===== config.mk =====
export PLATFORM = sky130hd
export DESIGN_NAME = fir_decimator_65tap_core
export DESIGN_NICKNAME = d
export VERILOG_FILES = /design/src/hdl/fdec_pkg.sv /design/src/hdl/fdec_ram.sv /design/src/hdl/fdec_ctrl.sv /design/src/hdl/fdec_datapath.sv /design/src/hdl/fir_decimator_65tap_core.sv
export SDC_FILE = /design/constraint.sdc
export NUM_CORES = 2
export LEC_CHECK = 0
export BUFFER_PORTS_ARGS = -buffer_cell sky130_fd_sc_hd__buf_2
export CAP_MARGIN = 20
export CORE_MARGIN = 4
export CORE_UTILIZATION = 25
export DETAILED_ROUTE_END_ITERATION = 12
export PLACE_DENSITY = 0.4
export SYNTH_ARGS = -nofsm -noshare
export SYNTH_HDL_FRONTEND = slang
export SYNTH_SLANG_ARGS = --single-unit

===== constraint.sdc =====
create_clock -name aclk -period 9.34 [get_ports aclk]
set_clock_uncertainty 0.15 [all_clocks]
set_input_delay 1.401 -clock aclk [delete_from_list [all_inputs] [get_ports aclk]]
set_output_delay 1.401 -clock aclk [all_outputs]
set_load 0.02 [all_outputs]

===== src/hdl/fdec_pkg.sv =====
`default_nettype none

package fdec_pkg;

    localparam int TAPS         = 65;
    localparam int SAMPLE_BITS  = 16;
    localparam int COEF_BITS    = 18;
    localparam int COEF_FRAC    = 20;
    localparam int ACC_BITS     = 40;
    localparam int PROD_BITS    = SAMPLE_BITS + COEF_BITS;
    localparam int RND_BITS     = ACC_BITS + 1;
    localparam int PTR_BITS     = 7;
    localparam int PHASE_BITS   = 6;
    localparam int FACTOR_BITS  = 7;
    localparam int FACTOR_MAX   = 64;
    localparam int APB_ADDR_BITS = 3;
    localparam int APB_DATA_BITS = 32;

    typedef logic [PTR_BITS-1:0]           ptr_t;
    typedef logic [PHASE_BITS-1:0]         phase_t;
    typedef logic [FACTOR_BITS-1:0]        factor_t;
    typedef logic signed [SAMPLE_BITS-1:0] sample_t;
    typedef logic signed [COEF_BITS-1:0]   coef_t;
    typedef logic signed [PROD_BITS-1:0]   prod_t;
    typedef logic signed [ACC_BITS-1:0]    acc_t;
    typedef logic signed [RND_BITS-1:0]    rnd_t;

    // Register index decoded from paddr[2]
    typedef enum logic {
        REG_DECIM_FACTOR = 1'b0,
        REG_UNUSED       = 1'b1
    } reg_idx_t;

    localparam factor_t FACTOR_RESET = factor_t'(5);

    localparam rnd_t    ROUND_HALF = rnd_t'(1) << (COEF_FRAC - 1);
    localparam rnd_t    Y_MAX      = rnd_t'(2 ** (SAMPLE_BITS - 1) - 1);
    localparam rnd_t    Y_MIN      = rnd_t'(-(2 ** (SAMPLE_BITS - 1)));
    localparam sample_t SAMPLE_MAX = sample_t'(2 ** (SAMPLE_BITS - 1) - 1);
    localparam sample_t SAMPLE_MIN = sample_t'(-(2 ** (SAMPLE_BITS - 1)));

    // Kaiser low-pass weights, signed Q0.20, newest sample first
    localparam coef_t COEF_ROM [TAPS] = '{
        -18'sd87,   -18'sd116,  -18'sd129,  -18'sd113,  -18'sd52,
        18'sd70,    18'sd274,   18'sd580,   18'sd1011,  18'sd1589,
        18'sd2335,  18'sd3268,  18'sd4403,  18'sd5754,  18'sd7325,
        18'sd9117,  18'sd11124, 18'sd13332, 18'sd15719, 18'sd18256,
        18'sd20906, 18'sd23627, 18'sd26370, 18'sd29083, 18'sd31711,
        18'sd34197, 18'sd36487, 18'sd38526, 18'sd40268, 18'sd41669,
        18'sd42696, 18'sd43322, 18'sd43533, 18'sd43322, 18'sd42696,
        18'sd41669, 18'sd40268, 18'sd38526, 18'sd36487, 18'sd34197,
        18'sd31711, 18'sd29083, 18'sd26370, 18'sd23627, 18'sd20906,
        18'sd18256, 18'sd15719, 18'sd13332, 18'sd11124, 18'sd9117,
        18'sd7325,  18'sd5754,  18'sd4403,  18'sd3268,  18'sd2335,
        18'sd1589,  18'sd1011,  18'sd580,   18'sd274,   18'sd70,
        -18'sd52,   -18'sd113,  -18'sd129,  -18'sd116,  -18'sd87
    };

    typedef struct packed {
        logic wr_en;
        logic rd_en;
        ptr_t rd_tap;
        logic rd_last;
        logic load_out;
    } cmd_t;

    typedef struct packed {
        logic emit;
        logic acc_done;
        logic out_free;
    } status_t;

endpackage

`default_nettype wire


===== src/hdl/fdec_ram.sv =====
`default_nettype none

module fdec_ram #(
    parameter int WIDTH = 16,
    parameter int DEPTH = 65
) (
    input  wire logic                     aclk,
    input  wire logic                     we,
    input  wire logic [$clog2(DEPTH)-1:0] waddr,
    input  wire logic [WIDTH-1:0]         wdata,
    input  wire logic [$clog2(DEPTH)-1:0] raddr,
    output logic      [WIDTH-1:0]         rdata
);

    logic [WIDTH-1:0] mem_reg [DEPTH];

    always_ff @(posedge aclk) begin
        if (we) begin
            mem_reg[waddr] <= wdata;
        end
        rdata <= mem_reg[raddr];
    end

endmodule

`default_nettype wire


===== src/hdl/fdec_ctrl.sv =====
`default_nettype none

module fdec_ctrl
    import fdec_pkg::*;
(
    input  wire logic    aclk,
    input  wire logic    aresetn,
    input  wire logic    in_valid,
    output logic         in_ready,
    input  wire status_t status,
    output cmd_t         cmd
);

    typedef enum logic [2:0] {
        S_IDLE  = 3'b001,
        S_MAC   = 3'b010,
        S_DRAIN = 3'b100
    } state_t;

    state_t state_reg, state_next;
    ptr_t   tap_reg, tap_next;
    logic   accept;
    logic   last_tap;

    assign in_ready = (state_reg == S_IDLE);
    assign accept   = in_valid && in_ready;
    assign last_tap = (tap_reg == ptr_t'(TAPS - 1));

    always_comb begin
        state_next   = state_reg;
        tap_next     = tap_reg;
        cmd.wr_en    = 1'b0;
        cmd.rd_en    = 1'b0;
        cmd.rd_tap   = tap_reg;
        cmd.rd_last  = last_tap;
        cmd.load_out = 1'b0;
        unique case (state_reg)
            S_IDLE: begin
                cmd.wr_en = accept;
                tap_next  = '0;
                if (accept && status.emit) begin
                    state_next = S_MAC;
                end
            end
            S_MAC: begin
                cmd.rd_en = 1'b1;
                tap_next  = last_tap ? '0 : tap_reg + ptr_t'(1);
                if (last_tap) begin
                    state_next = S_DRAIN;
                end
            end
            S_DRAIN: begin
                // hold until the sum is complete and the output register is free
                if (status.acc_done && status.out_free) begin
                    cmd.load_out = 1'b1;
                    state_next   = S_IDLE;
                end
            end
            default: begin
                state_next = S_IDLE;
            end
        endcase
    end

    always_ff @(posedge aclk) begin
        if (!aresetn) begin
            state_reg <= S_IDLE;
            tap_reg   <= '0;
        end else begin
            state_reg <= state_next;
            tap_reg   <= tap_next;
        end
    end

endmodule

`default_nettype wire


===== src/hdl/fdec_datapath.sv =====
`default_nettype none

module fdec_datapath
    import fdec_pkg::*;
(
    input  wire logic    aclk,
    input  wire logic    aresetn,
    input  wire cmd_t    cmd,
    output status_t      status,
    input  wire factor_t decim_factor,
    input  wire sample_t sample_in,
    output sample_t      filtered_out,
    output logic         out_valid,
    input  wire logic    out_ready
);

    ptr_t             wp_reg;
    ptr_t             rp_reg;
    phase_t           phase_reg;
    logic [TAPS-1:0]  written_reg;
    logic             rd_v_reg, last1_reg, hit_reg;
    coef_t            coef_reg;
    logic             prod_v_reg, last2_reg;
    prod_t            prod_reg;
    acc_t             acc_reg;
    logic             acc_done_reg;
    logic             out_valid_reg;
    sample_t          out_reg;

    factor_t          eff_factor;
    factor_t          phase_inc;
    logic [SAMPLE_BITS-1:0] ram_q;
    sample_t          tap_sample;
    rnd_t             rnd;
    rnd_t             quo;
    sample_t          y_sat;

    always_comb begin
        if (decim_factor == '0) begin
            eff_factor = factor_t'(1);
        end else if (decim_factor > factor_t'(FACTOR_MAX)) begin
            eff_factor = factor_t'(FACTOR_MAX);
        end else begin
            eff_factor = decim_factor;
        end
    end

    assign phase_inc       = {1'b0, phase_reg} + factor_t'(1);
    assign status.emit     = (phase_inc >= eff_factor);
    assign status.acc_done = acc_done_reg;
    assign status.out_free = !out_valid_reg || out_ready;

    fdec_ram #(
        .WIDTH (SAMPLE_BITS),
        .DEPTH (TAPS)
    ) u_hist (
        .aclk  (aclk),
        .we    (cmd.wr_en),
        .waddr (wp_reg),
        .wdata (sample_in),
        .raddr (rp_reg),
        .rdata (ram_q)
    );

    // never-written slots read as zero
    assign tap_sample = hit_reg ? sample_t'(ram_q) : '0;

    always_ff @(posedge aclk) begin
        if (!aresetn) begin
            wp_reg        <= '0;
            phase_reg     <= '0;
            written_reg   <= '0;
            rd_v_reg      <= 1'b0;
            last1_reg     <= 1'b0;
            prod_v_reg    <= 1'b0;
            last2_reg     <= 1'b0;
            acc_done_reg  <= 1'b0;
            out_valid_reg <= 1'b0;
        end else begin
            if (cmd.wr_en) begin
                written_reg[wp_reg] <= 1'b1;
                wp_reg    <= (wp_reg == ptr_t'(TAPS - 1)) ? '0 : wp_reg + ptr_t'(1);
                phase_reg <= status.emit ? '0 : phase_inc[PHASE_BITS-1:0];
            end
            rd_v_reg   <= cmd.rd_en;
            last1_reg  <= cmd.rd_en && cmd.rd_last;
            prod_v_reg <= rd_v_reg;
            last2_reg  <= last1_reg;
            if (cmd.wr_en) begin
                acc_done_reg <= 1'b0;
            end else if (last2_reg) begin
                acc_done_reg <= 1'b1;
            end
            if (cmd.load_out) begin
                out_valid_reg <= 1'b1;
            end else if (out_ready) begin
                out_valid_reg <= 1'b0;
            end
        end
    end

    always_ff @(posedge aclk) begin
        if (cmd.wr_en) begin
            rp_reg <= wp_reg;
        end else if (cmd.rd_en) begin
            rp_reg <= (rp_reg == '0) ? ptr_t'(TAPS - 1) : rp_reg - ptr_t'(1);
        end
        hit_reg  <= written_reg[rp_reg];
        coef_reg <= COEF_ROM[cmd.rd_tap];
        prod_reg <= tap_sample * coef_reg;
        if (cmd.wr_en) begin
            acc_reg <= '0;
        end else if (prod_v_reg) begin
            acc_reg <= acc_reg + acc_t'(prod_reg);
        end
        if (cmd.load_out) begin
            out_reg <= y_sat;
        end
    end

    // round half up, then saturate
    always_comb begin
        rnd = rnd_t'(acc_reg) + ROUND_HALF;
        quo = rnd >>> COEF_FRAC;
        if (quo > Y_MAX) begin
            y_sat = SAMPLE_MAX;
        end else if (quo < Y_MIN) begin
            y_sat = SAMPLE_MIN;
        end else begin
            y_sat = quo[SAMPLE_BITS-1:0];
        end
    end

    assign filtered_out = out_reg;
    assign out_valid    = out_valid_reg;

endmodule

`default_nettype wire


===== src/hdl/fir_decimator_65tap_core.sv =====
// Flow: a sample that completes a decimation period has its result formed by 65 history reads
//   on one MAC through read, multiply and accumulate stages, then loaded once output is free.
// Throughput: 1 sample per cycle that gives no result; a sample that does keeps s_tready low
//   until its result is loaded; the single shared multiply-accumulate over 65 taps sets this.
// Reset: aresetn synchronous, active low; clears history valid bits, write and tap pointers,
//   phase and output valid, and sets decim_factor to 5. No clearing pass is needed.
`default_nettype none

module fir_decimator_65tap_core
    import fdec_pkg::*;
(
    input  wire logic                     aclk,
    input  wire logic                     aresetn,
    input  wire logic                     s_tvalid,
    output logic                          s_tready,
    input  wire logic [15:0]              s_tdata,   // [15:0] sample_in
    output logic                          m_tvalid,
    input  wire logic                     m_tready,
    output logic [15:0]                   m_tdata,   // [15:0] filtered_out
    input  wire logic                     psel,
    input  wire logic                     penable,
    input  wire logic                     pwrite,
    input  wire logic [APB_ADDR_BITS-1:0] paddr,
    input  wire logic [APB_DATA_BITS-1:0] pwdata,
    output logic [APB_DATA_BITS-1:0]      prdata,
    output logic                          pready
);

    factor_t  factor_reg;
    reg_idx_t reg_idx;
    cmd_t     cmd;
    status_t  status;
    sample_t  filtered_out;

    assign pready  = 1'b1;
    assign reg_idx = reg_idx_t'(paddr[2]);

    always_ff @(posedge aclk) begin
        if (!aresetn) begin
            factor_reg <= FACTOR_RESET;
        end else if (psel && penable && pwrite && pready
                     && reg_idx == REG_DECIM_FACTOR) begin
            factor_reg <= pwdata[FACTOR_BITS-1:0];
        end
    end

    always_comb begin
        unique case (reg_idx)
            REG_DECIM_FACTOR: prdata = APB_DATA_BITS'(factor_reg);
            default:          prdata = '0;
        endcase
    end

    fdec_ctrl u_ctrl (
        .aclk     (aclk),
        .aresetn  (aresetn),
        .in_valid (s_tvalid),
        .in_ready (s_tready),
        .status   (status),
        .cmd      (cmd)
    );

    fdec_datapath u_dp (
        .aclk         (aclk),
        .aresetn      (aresetn),
        .cmd          (cmd),
        .status       (status),
        .decim_factor (factor_reg),
        .sample_in    (sample_t'(s_tdata)),
        .filtered_out (filtered_out),
        .out_valid    (m_tvalid),
        .out_ready    (m_tready)
    );

    assign m_tdata = filtered_out;

endmodule

`default_nettype wire


# [Yosys cells after proc, flatten, opt, wreduce, memory -nomap -nowiden]
# Memory sizes are Yosys's and may differ from the RTL's. A register that Yosys moved wholly into a read port is not among the register bits.
# Cells that the tools add are included.
# W data, S select, Z words.
[word_totals] mem_bits_rw=1040 memories=2 elab_cells=90 input_bits=58 reg_bits=199 out_inout_bits=51 mem_bits_ro=2304
[op_classes] mux=28 magnitude_cmp=7 addsub=6 n_reduce_logical=17 bitwise_logic=4 n_eq_ne=8 n_mul=1
[memory_table] memory="(no name shown)" depth=128 width=18 rd=1 rd_clocked_by_memory_dff=1 write_ports=0 line_no="fdec_datapath.sv:109" rtl="coef_reg <= COEF_ROM[cmd.rd_tap];"
[memory_table] memory="u_dp.u_hist.mem_reg" depth=65 width=16 rd=1 rd_clocked_by_memory_dff=1 write_ports=1 line_no="fdec_ram.sv:15" rtl="logic [WIDTH-1:0] mem_reg [DEPTH];"
[op_table] op="$or A65 B65 Y65" n=1
[op_table] op="$mux W7" n=8
[op_table] op="$add A40 B21 Y41 const B" n=1
[op_table] op="$add A40 B34 Y40" n=1
[op_table] op="$mul A16 B18 Y34" n=1
[op_table] op="$mux W16" n=2
[op_table] op="$gt A21 B16 Y1 const B" n=1
[op_table] op="$lt A21 B16 Y1 const B" n=1
[op_table] op="$lt A7 B8 Y1 const B" n=2
[op_table] op="$add A7 B1 Y7 const B" n=2
[op_table] op="$eq A7 B7 Y1 const B" n=2
[op_table] op="$logic_not A7 Y1" n=2
[op_table] op="$pmux W7 S2" n=1
[op_table] op="$mux W1" n=10
[op_table] op="$mux W3" n=3
[op_table] op="$pmux W3 S3" n=1
[op_table] op="$logic_and A1 B1 Y1" n=8
[op_table] op="$not A7 Y8" n=1
[op_table] op="$add A6 B1 Y7 const B" n=1
[op_table] op="$bmux W1 S7" n=1
[op_table] op="$demux W1 S7" n=1
[op_table] op="$ge A7 B1 Y1 const B" n=1
[op_table] op="$ge A7 B7 Y1" n=1
[op_table] op="$gt A7 B7 Y1 const B" n=1
[op_table] op="other kinds (13)" n=17

# [Logic depth before layout (Yosys ltp)]
[logic_depth] word_depth=7 mapped_depth=28 ltp_nobuf=25

# [Hierarchy]
# From an unflattened synthesis, not the netlist that was laid out.
[unflattened] cells_unflattened=4558 area_unflattened_um2=63254.4
[by_module_without_submodules] module="fdec_ram" cells_per_inst=1919 area_each_um2=40293.6 seq_area_each_um2=31550.3 instances=1
[by_module_without_submodules] module="fdec_datapath" cells_per_inst=2503 area_each_um2=21835.9 seq_area_each_um2=4214.0 instances=1
[by_module_without_submodules] module="fdec_ctrl" cells_per_inst=70 area_each_um2=563.0 seq_area_each_um2=200.2 instances=1
[by_module_without_submodules] module="fir_decimator_65tap_core" cells_per_inst=66 area_each_um2=561.8 seq_area_each_um2=140.1 instances=1

# [Worst setup path after synthesis]
# No wires, ideal clock.
[synth_path] path_kind="reg-to-reg" start="register u_dp.hit_reg" end="register u_dp.prod_reg[33]" path_buffers=2 stages_incl_launch_ff=26 arrival_ns=6.478 synth_period_minus_slack_ns=6.749 required_ns=9.069 slack_ns=2.591 setup_ns=0.121 cell_sequence="dfxtp_1 > clkbuf_1 > and2_0 > clkbuf_1 > nand2_1 > fa_1 > inv_1 > fa_1 > inv_1 > fa_1 > inv_1 > fa_1 > fa_1 > inv_1 > fa_1 > inv_1 > ha_1 > nand3_1 > or4_1 > nand2b_1 > o221a_2 > a311oi_2 > a21oi_1 > o21ai_1 > a21oi_1 > xnor2_1"
[synth_between] elab_chain_cells=2
[synth_lines] element="start, declared" line_no="fdec_datapath.sv:21" rtl="logic rd_v_reg, last1_reg, hit_reg;"
[synth_lines] element="start signal, assigned" line_no="fdec_datapath.sv:108" rtl="hit_reg <= written_reg[rp_reg];"
[synth_lines] element="$mux W16" line_no="fdec_datapath.sv:66" rtl="assign tap_sample = hit_reg ? sample_t'(ram_q) : '0;"
[synth_lines] element="$mul A16 B18 Y34" line_no="fdec_datapath.sv:110" rtl="prod_reg <= tap_sample * coef_reg;"
[synth_lines] element="end signal, assigned" line_no="fdec_datapath.sv:110"
[synth_lines] element="end, declared" line_no="fdec_datapath.sv:24" rtl="prod_t prod_reg;"
# Every way passes these cells.
# A chain may end at the register's enable or synchronous reset.

# [Worst setup path after layout]
# Same ends and word-level chain as after synthesis.

==> summary.json <==
{
  "synthToLayoutAreaGrowth_pct": 15.2,
  "gr-usage-all-layers_pct": 13.5,
  "power_frac_clock_pct": 32.3,
  "weighted_congestion_at_the_end_of_routability_driven_global_placement": 0.779,
  "cp-end-kind": "register",
  "synth_simple_gate_area_share_pct": 7.03,
  "dominant_combinational_cell_family_by_area_after_synthesis": "multiplexers",
  "post_cts_setup_repair_bufs": 0,
  "cp_max_fo": 47,
  "grt_first_pass_wirelength_um": 257000,
  "clk-insertion-delay-late_ns": 0.81,
  "finalPower_mw": 18.0,
  "slowest_stage": "sky130_fd_sc_hd__dfxtp_4",
  "total_leakage_power_nw": 25.6,
  "via_count": 35187,
  "synth_area_per_cell_um2": 14.6,
  "fp-row-count": 183,
  "synth.yosys.warnings": 0,
  "final.setup.tns_ns": 0,
  "wire_per_inst_um": 22.4,
  "post-route-period-util_pct": 82.5,
  "syn_area_um2": 62500,
  "synthTopCellsByArea": "sky130_fd_sc_hd__edfxtp_1 51%, sky130_fd_sc_hd__mux4_2 11%, sky130_fd_sc_hd__fa_1 9.0%",
  "power_switching_share_pct": 32.8,
  "multi_input_area_um2": 24400,
  "clock_path_buffers": 3,
  "nets": 4858,
  "grt_antenna_before_repair": 15,
  "synth_ff_type": "sky130_fd_sc_hd__edfxtp_1",
  "place_hpwl_um": 108000,
  "p_seq_share_pct": 36.0,
  "p_per_area_nw_per_um2": 250,
  "rsz0062_at_grt": "false",
  "core_area_um2": 249000,
  "detail_route.iter0.violations": 2516,
  "top_usage_layer": "met2",
  "dieHeight_um": 508,
  "hold_path_depth": 1,
  "fill_cells": 25213,
  "first_global_vias": 37226,
  "ctsHoldBuffers": 0,
  "yosysTopAreaCell": "sky130_fd_sc_hd__edfxtp_1",
  "synth-compound-area-share_pct": 5.25,
  "crit_path_cell_trace": "buf_4 -> and2_1 -> nand2_1 -> fa_1 -> inv_1 -> fa_1 -> fa_1 -> fa_1 -> fa_1 -> inv_1 -> fa_1 -> inv_1 -> ha_1 -> nand3_1 -> or4_1 -> nand2b_1 -> o221a_2 -> a311oi_2 -> a21oi_1 -> o21ai_1 -> a21oi_1 -> xnor2_1",
  "drt-vias-per-instance": 4.50,
  "synthCells": 4282,
  "globalRouteMet2Util_pct": 23.0,
  "cts_resized": 0,
  "clock_tree_from_tritoncts": "built",
  "cts_max_level": 4,
  "synth.yosys.seq_area_share_pct": 57.8,
  "timing.max_slew.rel_slack_pct": 31.1,
  "clock_sink_count": 1272,
  "cts_buffers": 147,
  "holdCritPathClass": "register to register",
  "grt_max_degree": 110,
  "power_switching_mw": 5.91,
  "design.die.area_um2": 258000,
  "initial_core_util_pct": 25.1,
  "clk_root_buffer_cell": "sky130_fd_sc_hd__clkbuf_16",
  "async_reset_ff_share_pct": 0,
  "io_buffers": 55,
  "ys_seq_elements": 1272,
  "worstSetupPathDepth": 22,
  "synth-edff-count": 1063,
  "io_pins": 109,
  "grt.met3_usage_pct": 2.16,
  "finalWorstPathRequiredPeriod_ns": 7.71,
  "worst_path_dominant_cell_family": "adder cells",
  "post_synth_fa_ha_maj_area_fraction_pct": 12.1,
  "max_stage_delay_ns": 0.59,
  "register_area_um2": 36100,
  "critical_path.most_common_cell": "sky130_fd_sc_hd__fa_1",
  "drt_pass1_iterations": 5,
  "combPwrFrac_pct": 31.7,
  "drc": 0,
  "slew_at_the_pin_closest_to_its_max_slew_limit_ns": 1.03,
  "setup_violations": 0,
  "timing_max_transition_violations_final": 0,
  "globalRouteMet1Util_pct": 18.0,
  "start_kind": "register",
  "path_clk_slew_ns": 0.06,
  "critPathArrivalTime_ns": 8.21,
  "cap_viol_max_count": 0,
  "r2r_cells": 22,
  "classification_of_the_worst_setup_path": "register to register",
  "globalRouteOverflowTotal": 0,
  "postRouteAntennaNets": 0,
  "result_of_the_run": "completed",
  "count_of_cell_types_in_the_netlist": 79,
  "fraction_of_synthesized_cell_area_in_xor_and_xnor_cells_pct": 1.32,
  "layout-drive-gt1-share_pct": 17.6,
  "muxShareOfSynthArea_pct": 12.7,
  "final_hold_viol_count": 0,
  "number_of_flip_flops_in_the_largest_register": 1040,
  "cell_internal_pwr_mw": 12.1,
  "die_width_um": 508,
  "irDropWorstVdd_uv": 163,
  "yosys_top_cell_area_share_pct": 51.1,
  "worst-endpoint-required_ns": 9.84,
  "wl_um": 175000,
  "crit_buf_inv": 4,
  "fmaxAchievable_mhz": 130
}
## cells in the final DEF, fill, tap and decap left out, types with 18 or more instances in the layout
| cell | netlist | routed |
|---|---|---|
| sky130_fd_sc_hd__nand2b_1 | 22 | 22 |
| sky130_fd_sc_hd__buf_2 | 31 | 55 |
| sky130_fd_sc_hd__xnor2_1 | 64 | 64 |
| sky130_fd_sc_hd__o21ai_0 | 106 | 106 |
| sky130_fd_sc_hd__and3_1 | 135 | 135 |
| sky130_fd_sc_hd__a21oi_1 | 157 | 157 |
| sky130_fd_sc_hd__nor2_1 | 366 | 303 |
| sky130_fd_sc_hd__nor2_2 | 0 | 44 |
| sky130_fd_sc_hd__edfxtp_1 | 1063 | 1063 |
| sky130_fd_sc_hd__mux4_2 | 311 | 311 |
| sky130_fd_sc_hd__o22ai_1 | 20 | 20 |
| sky130_fd_sc_hd__clkbuf_1 | 151 | 31 |
| sky130_fd_sc_hd__fa_1 | 282 | 282 |
| sky130_fd_sc_hd__nand2_1 | 255 | 255 |
| sky130_fd_sc_hd__nor3_1 | 28 | 26 |
| sky130_fd_sc_hd__conb_1 | 2 | 26 |
| sky130_fd_sc_hd__clkinv_2 | 0 | 22 |
| sky130_fd_sc_hd__a31oi_1 | 18 | 18 |
| sky130_fd_sc_hd__o221ai_1 | 20 | 20 |
| sky130_fd_sc_hd__nor2_4 | 0 | 19 |
| sky130_fd_sc_hd__mux2_2 | 18 | 18 |
| sky130_fd_sc_hd__clkinv_1 | 3 | 29 |
| sky130_fd_sc_hd__a21o_1 | 36 | 36 |
| sky130_fd_sc_hd__nand3_1 | 66 | 66 |
| sky130_fd_sc_hd__inv_1 | 344 | 344 |
| sky130_fd_sc_hd__o31ai_1 | 24 | 24 |
| sky130_fd_sc_hd__mux2i_1 | 76 | 76 |
| sky130_fd_sc_hd__clkbuf_16 | 0 | 148 |
| sky130_fd_sc_hd__buf_4 | 31 | 96 |
| sky130_fd_sc_hd__o21ai_1 | 23 | 23 |
| sky130_fd_sc_hd__dfxtp_1 | 209 | 205 |
| sky130_fd_sc_hd__xor2_1 | 30 | 30 |
| sky130_fd_sc_hd__ha_1 | 151 | 151 |
## metal layers
metal | vias to the layer above | share of wire (%) | wire length (µm)
li1 | 15924 | - | -
met1 | 18395 | 45 | 79400
met2 | 673 | 49 | 85800
met3 | 195 | 3.9 | 6750
met4 | 0 | 1.7 | 2980
met5 | - | 0 | 0
## power groups by stage
stage               registers (mW)  logic, mW  clock network [mW]
CTS                           6.48       5.85                6.01
detailed placement            6.60       5.82                   0
finish                        6.48       5.71                5.82
global placement              6.60       5.82                   0
global route                  6.49       6.51                6.27
floorplan                     6.48       4.31                   0
## synth_stat cells, drive strengths merged, types with 4 or more instances
cell type	n
xor2	30
o22ai	20
a21oi	158
mux4	311
and2	18
nand2b	22
ha	151
nor2b	17
o21bai	11
and3	135
o21a	12
or3	10
nand3	66
nor2	366
mux2	18
fa	282
nand4	15
nor3b	7
xnor2	64
inv	345
o21ai	129
o221ai	20
a21o	36
a211oi	17
a31oi	19
a311oi	6
buf	93
or4	4
nand2	255
o211ai	17
nor3	28
or2	9
o41ai	5
edfxtp	1063
dfxtp	209
clkbuf	151
mux2i	76
a211o	8
o31ai	24
## worst paths after layout
kind | start | endpoint | slack, ns
worst min register to register | u_dp.last1_reg | u_dp.last2_reg | 0.28
worst min-delay path | u_dp.last1_reg | u_dp.last2_reg | 0.28
worst max-delay path | u_dp.hit_reg | u_dp.prod_reg[33] | 1.63
worst max register to register | u_dp.hit_reg | u_dp.prod_reg[33] | 1.63
## worst register-to-register path: cells and delay by family (launching register included)
family | cells | cell delay [ns]
xor+xnor | 1 | 0.12
compound gates | 5 | 1.05
fa+ha+maj | 7 | 3.40
simple gates | 5 | 1.68
flops | 1 | 0.59
buf+inv | 4 | 0.59
## cell type report
type / instances / share of cell area [%]
flip-flops and latches: 1272 / 50.2
multi-input cells: 2442 / 33.8
well taps: 3330 / 5.79
clock buffers: 189 / 5.50
inverters: 348 / 1.82
repair buffers: 156 / 1.50
clock inverters: 79 / 1.36
diodes: 7 / 0.0243
## cell families after synthesis
family,count (synthesis)
AOI/OAI and AO/OA,520
xor gates and xnor gates,94
adders and majority gates,433
buffers and inverters,592
DFF,1272
muxes,405
other,2
and+or+nand+nor,964
## metrics by stage
step / cell area [µm²] / hold slack [ns] / instances / utilization [%] / setup slack, ns
floorplan: 62600 / 0.255 / 4306 / - / 2.59
global placement: 67000 / 0.263 / 7547 / 27.0 / 1.63
detailed placement: 67000 / 0.271 / 7547 / 27.0 / 1.60
CTS: 72000 / 0.283 / 7815 / 28.9 / 1.59
global route: 72000 / 0.310 / 7818 / 28.9 / 1.21
finish: 72000 / 0.283 / 7823 / 29.0 / 1.63
Power figures use the tool's default switching activity.
